==> config.mk <==
export PLATFORM = sky130hd
export DESIGN_NAME = typed_message_mailbox_unit
export DESIGN_NICKNAME = d
export VERILOG_FILES = /design/src/hw/rtl/tmm_pkg.sv /design/src/hw/rtl/tmm_ram.sv /design/src/hw/rtl/tmm_seq.sv /design/src/hw/rtl/typed_message_mailbox_unit.sv
export SDC_FILE = /design/constraint.sdc
export NUM_CORES = 1
export LEC_CHECK = 0
export ABC_AREA = 1
export BUFFER_PORTS_ARGS = -buffer_cell sky130_fd_sc_hd__buf_2
export CAP_MARGIN = 20
export CORE_MARGIN = 10
export CORE_UTILIZATION = 55
export CTS_CLUSTER_DIAMETER = 50
export CTS_CLUSTER_SIZE = 30
export DETAILED_ROUTE_END_ITERATION = 7
export GPL_TIMING_DRIVEN = 0
export PLACE_DENSITY = 0.72
export REMOVE_ABC_BUFFERS = 1
export SLEW_MARGIN = 10
export SYNTH_ARGS = -nofsm -noshare
export SYNTH_HDL_FRONTEND = slang
export SYNTH_SLANG_ARGS = --single-unit
==> constraint.sdc <==
create_clock -name clk -period 7.01 [get_ports clk]
set_clock_uncertainty 0.1 [all_clocks]
set_input_delay 1.402 -clock clk [delete_from_list [all_inputs] [get_ports clk]]
set_output_delay 1.402 -clock clk [all_outputs]
set_load 0.02 [all_outputs]
==> src/hw/rtl/tmm_pkg.sv <==
// Typed message mailbox: shared types, widths and codes.
// No dependencies; tmm_seq and typed_message_mailbox_unit import this package.
package tmm_pkg;

    localparam int DEPTH   = 8;
    localparam int IDX_W   = (DEPTH > 1) ? $clog2(DEPTH) : 1;
    localparam int CNT_W   = $clog2(DEPTH + 1);
    localparam int TYPE_W  = 16;
    localparam int DATA_W  = 16;
    localparam int HELD_W  = 4;
    localparam int ENTRY_W = TYPE_W + DATA_W;

    localparam logic OP_SEND = 1'b0;
    localparam logic OP_GET  = 1'b1;

    localparam logic [1:0] ST_SENT      = 2'd0;
    localparam logic [1:0] ST_FULL      = 2'd1;
    localparam logic [1:0] ST_FOUND     = 2'd2;
    localparam logic [1:0] ST_NOT_FOUND = 2'd3;

    typedef struct packed {
        logic              op;
        logic [TYPE_W-1:0] msg_type;
        logic [DATA_W-1:0] msg_content;
    } req_t;

    typedef struct packed {
        logic [1:0]        status;
        logic [DATA_W-1:0] out_content;
        logic [HELD_W-1:0] held_count;
    } rsp_t;

    typedef struct packed {
        logic [TYPE_W-1:0] msg_type;
        logic [DATA_W-1:0] msg_content;
    } entry_t;

endpackage

==> src/hw/rtl/tmm_ram.sv <==
// Generic single-write, single-read RAM with registered read data.
// No package dependencies.
module tmm_ram #(
    parameter int WIDTH = 32,
    parameter int DEPTH = 8
) (
    input  logic                                     clk,
    input  logic                                     wr_en,
    input  logic [((DEPTH > 1) ? $clog2(DEPTH) : 1)-1:0] wr_addr,
    input  logic [WIDTH-1:0]                         wr_data,
    input  logic [((DEPTH > 1) ? $clog2(DEPTH) : 1)-1:0] rd_addr,
    output logic [WIDTH-1:0]                         rd_data
);

    logic [WIDTH-1:0] mem [DEPTH];

    always_ff @(posedge clk)
    begin
        if (wr_en)
        begin
            mem[wr_addr] <= wr_data;
        end
        rd_data <= mem[rd_addr];
    end

endmodule

==> src/hw/rtl/tmm_seq.sv <==
// Mailbox sequencer: message count, oldest-first type scan and compaction
// through the entry RAM. Depends on tmm_pkg and tmm_ram.
module tmm_seq
    import tmm_pkg::*;
(
    input  logic clk,
    input  logic rst_n,
    input  logic req_fire,
    input  req_t req,
    output logic busy,
    output logic res_valid,
    output rsp_t res,
    input  logic res_take
);

    localparam logic [1:0] S_IDLE = 2'd0;
    localparam logic [1:0] S_CMP  = 2'd1;
    localparam logic [1:0] S_MOVE = 2'd2;
    localparam logic [1:0] S_DONE = 2'd3;

    logic [1:0]        state_reg, state_next;
    logic [CNT_W-1:0]  count_reg, count_next;
    logic [CNT_W-1:0]  ptr_reg, ptr_next;
    logic [TYPE_W-1:0] key_reg, key_next;
    rsp_t              res_reg, res_next;

    logic             wr_en;
    logic [IDX_W-1:0] wr_addr;
    entry_t           wr_data;
    logic [IDX_W-1:0] rd_addr;
    entry_t           rd_data;

    logic [CNT_W:0] ptr_p1, ptr_p2, cnt_ext;
    logic [CNT_W-1:0] cnt_dec;

    tmm_ram #(
        .WIDTH(ENTRY_W),
        .DEPTH(DEPTH)
    ) u_ram (
        .clk    (clk),
        .wr_en  (wr_en),
        .wr_addr(wr_addr),
        .wr_data(wr_data),
        .rd_addr(rd_addr),
        .rd_data(rd_data)
    );

    assign ptr_p1  = {1'b0, ptr_reg} + (CNT_W+1)'(1);
    assign ptr_p2  = {1'b0, ptr_reg} + (CNT_W+1)'(2);
    assign cnt_ext = {1'b0, count_reg};
    assign cnt_dec = count_reg - CNT_W'(1);

    always_comb
    begin
        state_next = state_reg;
        count_next = count_reg;
        ptr_next   = ptr_reg;
        key_next   = key_reg;
        res_next   = res_reg;
        wr_en      = 1'b0;
        wr_addr    = ptr_reg[IDX_W-1:0];
        wr_data    = rd_data;
        rd_addr    = ptr_reg[IDX_W-1:0];

        unique case (state_reg)
            S_IDLE:
            begin
                rd_addr = '0;
                if (req_fire)
                begin
                    res_next.out_content = '0;
                    if (req.op == OP_SEND)
                    begin
                        state_next = S_DONE;
                        if (count_reg == CNT_W'(DEPTH))
                        begin
                            res_next.status     = ST_FULL;
                            res_next.held_count = HELD_W'(count_reg);
                        end
                        else
                        begin
                            wr_en               = 1'b1;
                            wr_addr             = count_reg[IDX_W-1:0];
                            wr_data.msg_type    = req.msg_type;
                            wr_data.msg_content = req.msg_content;
                            count_next          = count_reg + CNT_W'(1);
                            res_next.status     = ST_SENT;
                            res_next.held_count = HELD_W'(count_reg + CNT_W'(1));
                        end
                    end
                    else
                    begin
                        key_next = req.msg_type;
                        ptr_next = '0;
                        if (count_reg == '0)
                        begin
                            res_next.status     = ST_NOT_FOUND;
                            res_next.held_count = HELD_W'(count_reg);
                            state_next          = S_DONE;
                        end
                        else
                        begin
                            state_next = S_CMP;
                        end
                    end
                end
            end

            // rd_data holds the entry at ptr_reg
            S_CMP:
            begin
                if (rd_data.msg_type == key_reg)
                begin
                    res_next.out_content = rd_data.msg_content;
                    if (ptr_p1 < cnt_ext)
                    begin
                        rd_addr    = ptr_p1[IDX_W-1:0];
                        state_next = S_MOVE;
                    end
                    else
                    begin
                        count_next          = cnt_dec;
                        res_next.status     = ST_FOUND;
                        res_next.held_count = HELD_W'(cnt_dec);
                        state_next          = S_DONE;
                    end
                end
                else if (ptr_p1 < cnt_ext)
                begin
                    ptr_next = ptr_p1[CNT_W-1:0];
                    rd_addr  = ptr_p1[IDX_W-1:0];
                end
                else
                begin
                    res_next.status      = ST_NOT_FOUND;
                    res_next.out_content = '0;
                    res_next.held_count  = HELD_W'(count_reg);
                    state_next           = S_DONE;
                end
            end

            // rd_data holds the entry at ptr_reg + 1; move it down one place
            S_MOVE:
            begin
                wr_en    = 1'b1;
                ptr_next = ptr_p1[CNT_W-1:0];
                if (ptr_p2 < cnt_ext)
                begin
                    rd_addr = ptr_p2[IDX_W-1:0];
                end
                else
                begin
                    count_next          = cnt_dec;
                    res_next.status     = ST_FOUND;
                    res_next.held_count = HELD_W'(cnt_dec);
                    state_next          = S_DONE;
                end
            end

            S_DONE:
            begin
                if (res_take)
                begin
                    state_next = S_IDLE;
                end
            end

            default:
            begin
                state_next = S_IDLE;
            end
        endcase
    end

    always_ff @(posedge clk or negedge rst_n)
    begin
        if (!rst_n)
        begin
            state_reg <= S_IDLE;
            count_reg <= '0;
        end
        else
        begin
            state_reg <= state_next;
            count_reg <= count_next;
        end
    end

    always_ff @(posedge clk)
    begin
        ptr_reg <= ptr_next;
        key_reg <= key_next;
        res_reg <= res_next;
    end

    assign busy      = (state_reg != S_IDLE);
    assign res_valid = (state_reg == S_DONE);
    assign res       = res_reg;

endmodule

==> src/hw/rtl/typed_message_mailbox_unit.sv <==
// Typed message mailbox top level: request/response handshakes and the
// response output register. Depends on tmm_pkg and tmm_seq.
//
//  channel | signals                   | beat carries
//  --------+---------------------------+----------------------------------
//  req     | req_valid, req_stall, req | op, msg_type, msg_content
//  rsp     | rsp_valid, rsp_stall, rsp | status, out_content, held_count
//
// One request at a time. A send is registered in the sequencer's result
// register and then in the output register; a get first compares k entries
// and moves m later entries down, one RAM read per cycle. k + m never
// exceeds the count. The finished result waits in the sequencer until the
// output register is free; req_stall stays high until the output register
// has taken it. Reset clears the count; RAM contents are not cleared.
module typed_message_mailbox_unit
    import tmm_pkg::*;
(
    input  logic clk,
    input  logic rst_n,
    input  logic req_valid,
    output logic req_stall,
    input  req_t req,
    output logic rsp_valid,
    input  logic rsp_stall,
    output rsp_t rsp
);

    logic req_fire;
    logic busy;
    logic res_valid;
    logic res_take;
    rsp_t res;
    logic rsp_valid_reg, rsp_valid_next;
    rsp_t rsp_reg;

    assign req_stall = busy;
    assign req_fire  = req_valid && !busy;
    assign res_take  = res_valid && (!rsp_valid_reg || !rsp_stall);

    tmm_seq u_seq (
        .clk      (clk),
        .rst_n    (rst_n),
        .req_fire (req_fire),
        .req      (req),
        .busy     (busy),
        .res_valid(res_valid),
        .res      (res),
        .res_take (res_take)
    );

    always_comb
    begin
        rsp_valid_next = rsp_valid_reg;
        if (res_take)
        begin
            rsp_valid_next = 1'b1;
        end
        else if (!rsp_stall)
        begin
            rsp_valid_next = 1'b0;
        end
    end

    always_ff @(posedge clk or negedge rst_n)
    begin
        if (!rst_n)
        begin
            rsp_valid_reg <= 1'b0;
        end
        else
        begin
            rsp_valid_reg <= rsp_valid_next;
        end
    end

    always_ff @(posedge clk)
    begin
        if (res_take)
        begin
            rsp_reg <= res;
        end
    end

    assign rsp_valid = rsp_valid_reg;
    assign rsp       = rsp_reg;

endmodule
==> results of run 1 <==
## synth_stat cells, types with 2 or more instances
| master | count |
|---|---|
| nand3b_1 | 65 |
| xor2_1 | 6 |
| o211ai_1 | 2 |
| nand3_1 | 185 |
| nand2_2 | 3 |
| clkinv_1 | 2 |
| buf_2 | 52 |
| buf_4 | 8 |
| nand3_2 | 5 |
| nand2_1 | 385 |
| dfrtp_1 | 7 |
| clkbuf_1 | 13 |
| inv_2 | 2 |
| o21ai_0 | 19 |
| nor2_1 | 72 |
| inv_1 | 137 |
| xnor2_1 | 14 |
| dfxtp_1 | 32 |
| nor2_2 | 2 |
| mux2_2 | 14 |
| ha_1 | 14 |
| nand4_1 | 8 |
| a21oi_1 | 26 |
| edfxtp_1 | 320 |
## path summary, 6_finish.rpt
check,startpoint,endpoint,slack [ns]
setup reg to reg,u_seq.ptr_reg[0],u_seq.u_ram.rd_data[14],2.56
min in group asynchronous,rst_n,u_seq.count_reg[3],0.62
hold / removal,u_seq.res[8],rsp[8],0.32
hold reg to reg,u_seq.res[8],rsp[8],0.32
max in group asynchronous,rst_n,u_seq.count_reg[0],6.02
setup / recovery,u_seq.ptr_reg[0],u_seq.u_ram.rd_data[14],2.56
## metrics by stage
stage,setup WS (ns),setup TNS [ns],util [%],hold slack (ns)
after detailed placement,2.65,0,59.3,0.305
after CTS,2.63,0,63.5,0.319
after floorplan,-0.106,-2.71,-,0.300
final,2.56,0,63.5,0.318
after global placement,-4.82,-475.31,57.1,0.301
after global routing,2.32,0,63.5,0.326
## layer usage
| metal | track usage, % | vias up |
|---|---|---|
| li1 | - | 4827 |
| met1 | 24.0 | 4827 |
| met2 | 31.9 | 359 |
| met3 | 3.09 | 65 |
| met4 | 6.58 | 0 |
| met5 | 0 | - |
## layout make-up
type	instances	area [sq um]	area share [%]
multi-input cells	830	4230	24.1
flip-flops and latches	359	10400	59.3
well taps	378	473	2.69
clock buffers	46	980	5.57
repair buffers	82	778	4.42
clock inverters	14	174	0.989
inverters	141	529	3.01
## cell families (layout without fill, tap and decap cells)
kind of cell / after synthesis / after routing / share of synthesized area (%)
AO/OA/AOI/OAI: 53 / 53 / 1.91
AND/OR/NAND/NOR: 728 / 728 / 21.3
buffers and inverters: 214 / 283 / 5.83
multiplexers: 15 / 15 / 1.09
XOR/XNOR: 20 / 20 / 1.14
adder cells (fa/ha/maj): 14 / 14 / 1.14
flip-flops: 359 / 359 / 67.6
==> flow_metrics.tcl, run 1 <==
set metrics [dict create \
    port-buffer-count 60 \
    synth_edf_count 320 \
    yosysWarnings 0 \
    drt-initial-drc-count 815 \
    postLayoutCellArea_sq_mm 0.0176 \
    worst_pin_slew_ns 0.818 \
    rsz0062_at_grt "false" \
    drv_slew 0 \
    top_regs "u_seq.u_ram.mem x256, u_seq.u_ram.rd_data x32" \
    cts-resized-gates 0 \
    core_area_sq_mm 0.0277 \
    grt_pass1_wl_microns 53200 \
    worst_r2r_path_depth 20 \
    crit_chain "ha_1, xnor2_1, inv_1, ha_1, nand2_1, nand2_1, nand2_1, nand3_2, nand2_2, nand2_1, nand2_4, buf_16, nand2_4, buf_12, nand2_1, nand2_1, inv_1, nand2_1, nand3_1, nand2_1" \
    clock_sinks 359 \
    crit_buf_inv 4 \
    start_kind "flop" \
    die_w_microns 187 \
    area_growth_syn_to_layout_pct 14.1 \
    syn_inst 1403 \
    synth_ff_type "edfxtp_1" \
    hold_violations 0 \
    wl_met2_microns 16400 \
    required_ns 7.33 \
    netlist_area_sq_mm 0.0154 \
    first_global_vias 10039 \
    yosys.area.top_type "edfxtp_1" \
    path_depth 20 \
    cpLargestDelayFamily "simple AND/OR/NAND/NOR gates" \
    cp_slowest_cell "nand2_4" \
    status "completed" \
    drt_pass1_iterations 7 \
    clk_pin_slew_worst_paths_ns 0.06 \
    drive_gt1_share_pct 12.2 \
    fillers 2112 \
    critPathKind "flop to flop" \
    synthArstFlopShare_pct 1.95 \
    placed_cell_area_sq_mm 0.0164 \
    cp-end-kind "flop" \
    met1Wirelength_microns 14000 \
    regMostFlops "u_seq.u_ram.mem" \
    post_drt_wl_per_cell_microns 18.2 \
    cts_max_path_buffers 3 \
    hpwl_microns 19800 \
    final_cell_mix "383 x nand2_1, 320 x edfxtp_1, 184 x nand3_1, 137 x inv_1, 65 x nand3b_1" \
    min_period_ns 4.45 \
    dp.cells 1790 \
    insertion_delay_ns 0.52 \
    dieArea_sq_mm 0.0351 \
    period_share_pct 63.4 \
    max_freq_ghz 0.225 \
    num_vias 10078 \
    drtAntennaViolNets 0 \
    routed-wl-met3_microns 2390 \
    globalRouteOverflowTotal 0 \
    cts-root-buf "clkbuf_16" \
    cpPeakStageDelay_ns 0.59 \
    largest_register_ffs 256 \
    htreeDepth 2 \
    vias_per_cell 5.45 \
    routabilityCongestion 0.833 \
    cp_max_fo 65 \
    grt_max_degree 66 \
    grtUsageTotal_pct 18.8 \
    holdPathStages 0 \
    drv_cap 0 \
    ys_seq_elements 359 \
    drc 0 \
    path_common_cell "nand2_1" \
    critPathArrivalTime_ns 4.76 \
    die_h_microns 187 \
    synth_cell_types 34 \
    instances_no_fill 1850 \
    post-cts-setup-buffers 0 \
    maxSlewHeadroom_pct 45.3 \
    num_io_pins 61 \
    routed.top_layer "met4" \
    grt_antenna_before_repair 0 \
    start_util_pct 55.7 \
    yosysTopAreaCellShare_pct 62.3 \
    diodes 0 \
    setup_viol 0 \
    cts_tree "done" \
    yosys-top-cells-area "edfxtp_1 62%, nand2_1 9.4%, nand3_1 6.0%" \
    layout_commonest_cell "nand2_1" \
    yosysSeqAreaShare_pct 67.6 \
    nets 1499 \
    worst_hold_path_type "flop to flop" \
    rows 61 \
    avgSynthCellArea_sq_um 11.0 \
    numCtsBuffers 34 \
    wl_microns 33700 \
    hold_buffers 0 \
]
Power of run 1 is not shown: default switching activity piles up to over one toggle a cycle in this logic, so the estimate is an artifact.
==> run 2: changes to the inputs <==
--- a/config.mk
+++ b/config.mk
@@ -5,7 +5,7 @@
 export SDC_FILE = /design/constraint.sdc
 export NUM_CORES = 1
 export LEC_CHECK = 0
-export ABC_AREA = 1
+export ABC_AREA = 0
 export BUFFER_PORTS_ARGS = -buffer_cell sky130_fd_sc_hd__buf_2
 export CAP_MARGIN = 20
 export CORE_MARGIN = 10
@@ -14,7 +14,7 @@
 export CTS_CLUSTER_SIZE = 30
 export DETAILED_ROUTE_END_ITERATION = 7
 export GPL_TIMING_DRIVEN = 0
-export PLACE_DENSITY = 0.72
+export PLACE_DENSITY = 0.75
 export REMOVE_ABC_BUFFERS = 1
 export SLEW_MARGIN = 10
 export SYNTH_ARGS = -nofsm -noshare
==> constraint.sdc (replaced) <==
create_clock -name clk -period 3.8 [get_ports clk]
set_clock_uncertainty 0.1 [all_clocks]
set_input_delay 0.76 -clock clk [delete_from_list [all_inputs] [get_ports clk]]
set_output_delay 0.76 -clock clk [all_outputs]
set_load 0.02 [all_outputs]
==> run 2 against run 1 <==
The run now ends with negative setup slack left. Sequential cell count unchanged. Cell area decreased by 2.6%. Critical path depth decreased by 10. Register-to-register slack got worse by 2.6 ns. Via count decreased by 13%. Worst hold slack got worse by 0.045 ns. Critical endpoint is now u_seq.u_ram.mem[7][17]. Cell count decreased by 26%. Sequential share of layout area increased by 1.6 points. Synthesized area decreased by 6.0%.
==> flow_metrics.tcl, run 2 <==
set metrics [dict create \
    start_kind "flop" \
    netlist_area_sq_mm 0.0145 \
    first_global_vias 8695 \
    clk_pin_slew_worst_paths_ns 0.07 \
    routabilityCongestion 0.843 \
    top_regs "u_seq.u_ram.mem x256, u_seq.u_ram.rd_data x32" \
    yosys.area.top_type "edfxtp_1" \
    syn_inst 915 \
    port-buffer-count 60 \
    failed_checks "negative setup slack" \
    hpwl_microns 19200 \
    dp.cells 1279 \
    max_freq_ghz 0.261 \
    avgSynthCellArea_sq_um 15.8 \
    met3_usage_pct 3.22 \
    nets 1055 \
    status "complete, but fails checks" \
    whs_endpoint "u_seq.key_reg[12]" \
    diodes 0 \
    r2r_setup_slack_ns -0.04 \
    die_w_microns 182 \
    wl_microns 34900 \
    whs_ns 0.273 \
    synth_most_common_cell "edfxtp_1" \
    critPathArrivalTime_ns 4.03 \
    cpPeakStageDelay_ns 0.82 \
    grt_busiest_layer "met2" \
    die_h_microns 182 \
    hp-start "req[28]" \
    r2r-start "u_seq.count_reg[0]" \
    cp_max_fo 9 \
    rows 59 \
    period_share_pct 101 \
    instances_no_fill 1364 \
    yosysTopAreaCellShare_pct 66.3 \
    drt-initial-drc-count 1093 \
    drive_gt1_share_pct 25.3 \
    synthTopCellsByCount "320 x edfxtp_1, 119 x and3_1, 100 x a211oi_1" \
    drc 0 \
    cp-end-kind "flop" \
    setup_viol 52 \
    drtAntennaViolNets 0 \
    worst_hold_path_type "input pin to flop" \
    worst_r2r_path_depth 10 \
    core_area_sq_mm 0.0260 \
    postLayoutCellArea_sq_mm 0.0171 \
    num_vias 8770 \
    insertion_delay_ns 0.57 \
    met2_usage_pct 32.8 \
    yosys-top-cells-area "edfxtp_1 66%, a211oi_1 5.2%, and3_1 5.1%" \
    grt_antenna_before_repair 0 \
    holdPathStages 1 \
    largest_register_ffs 256 \
    numCtsBuffers 31 \
    fillers 1673 \
    worst_slack_ns -0.0383 \
    num_io_pins 61 \
    yosysSeqAreaShare_pct 71.9 \
    area_growth_syn_to_layout_pct 18.2 \
    min_period_ns 3.84 \
    ys_seq_elements 359 \
    dp_slack_ns -0.655 \
    globalRouteOverflowTotal 0 \
    regMostFlops "u_seq.u_ram.mem" \
    cts_tree "done" \
    path_common_cell "buf_4" \
    maxSlewHeadroom_pct 21.1 \
    hold_violations 0 \
    rr_endpoint "u_seq.u_ram.mem[7][17]" \
    post_drt_wl_per_cell_microns 25.6 \
    synth_ff_type "edfxtp_1" \
    grtUsageTotal_pct 19.7 \
    placed_cell_area_sq_mm 0.0156 \
    crit_chain "inv_1, ha_1, nor2b_1, a211oi_4, buf_4, nor2_1, a21oi_1, nor3_2, buf_4, buf_6" \
    drt_pass1_iterations 5 \
    yosysWarnings 0 \
    final_cell_mix "320 x edfxtp_1, 119 x and3_1, 98 x a211oi_1, 61 x buf_2, 35 x mux2i_1" \
    synthArstFlopShare_pct 1.95 \
    cts_max_path_buffers 3 \
    cp_slowest_cell "nor3_2" \
    vias_per_cell 6.43 \
    htreeDepth 1 \
    worst_pin_slew_ns 1.18 \
    synth_cell_types 57 \
    grt_pass1_wl_microns 51200 \
    clock_sinks 359 \
    grtUsageMet1_pct 25.8 \
    cts-root-buf "clkbuf_16" \
    drv_cap 0 \
    grt_max_degree 50 \
    critPathKind "flop to flop" \
    start_util_pct 55.8 \
    layout_commonest_cell "edfxtp_1" \
    drv_slew 0 \
    synth_edf_count 320 \
    dieArea_sq_mm 0.0333 \
    rsz0062_at_grt "true" \
    required_ns 3.99 \
]
-- run 2: layout make-up --
| type | instances | area, sq um | area share, % |
|---|---|---|---|
| clock buffers | 33 | 783 | 4.57 |
| clock inverters | 25 | 328 | 1.91 |
| inverters | 12 | 45.0 | 0.263 |
| multi-input cells | 485 | 3980 | 23.2 |
| flip-flops and latches | 359 | 10400 | 60.8 |
| well taps | 335 | 419 | 2.45 |
| repair buffers | 115 | 1160 | 6.75 |
-- run 2: through the flow --
| stage | util (%) | TNS, ns |
|---|---|---|
| after floorplan | - | -1048.84 |
| after global placement | 57.4 | -3368.80 |
| after detailed placement | 60.0 | -16.94 |
| after CTS | 65.3 | 0 |
| after global routing | 65.9 | -6.41 |
| final | 65.9 | -1.16 |
-- run 2: critical path, delay by kind of cell (launching register included) --
family / cells / cell delay, ns
adders and majority gates: 1 / 0.26
and+or+nand+nor: 3 / 1.41
AOI/OAI and AO/OA: 2 / 0.40
DFF: 1 / 0.53
buffers and inverters: 4 / 0.86
-- run 2: cells by family (layout without fill, tap and decap cells) --
logic type	after synthesis	in the layout	synth area share [%]
and+or+nand+nor	192	194	7.62
xor gates and xnor gates	23	23	1.39
DFF	359	359	71.9
buffers and inverters	75	185	2.42
adders and majority gates	14	14	1.21
AOI/OAI and AO/OA	184	186	10.5
muxes	68	68	4.97
-- run 2: what timing repair did --
| item | 4_1_cts | 5_1_grt |
|---|---|---|
| gates cloned | 7 | 2 |
| endpoints found under the setup margin | 85 | 134 |
| hold endpoints to repair | 7 | 0 |
| gates resized for setup | 6 | 11 |
| hold buffers | 1 | 0 |
| buffers inserted | 9 | 8 |
| pin swaps | 4 | 3 |
-- run 2: worst max path at each step --
stage	startpoint	to	slack, ns
floorplan	u_seq.count_reg[0]	u_seq.u_ram.mem[7][0]	-3.52
global placement	u_seq.count_reg[0]	u_seq.u_ram.mem[6][17]	-9.61
detailed placement	u_seq.ptr_reg[0]	u_seq.u_ram.rd_data[21]	-0.66
CTS	u_seq.ptr_reg[1]	u_seq.u_ram.rd_data[20]	0.00006
global route	u_seq.count_reg[1]	u_seq.u_ram.mem[7][30]	-0.15
finish	u_seq.count_reg[0]	u_seq.u_ram.mem[7][17]	-0.04
-- run 2: routing by layer --
| metal | up-vias | share of wire (%) |
|---|---|---|
| met5 | - | 0 |
| met4 | 0 | 2.7 |
| met3 | 76 | 8.8 |
| met2 | 456 | 49 |
| met1 | 4390 | 39 |
| li1 | 3848 | - |
Power of run 2 is left out for the same reason.
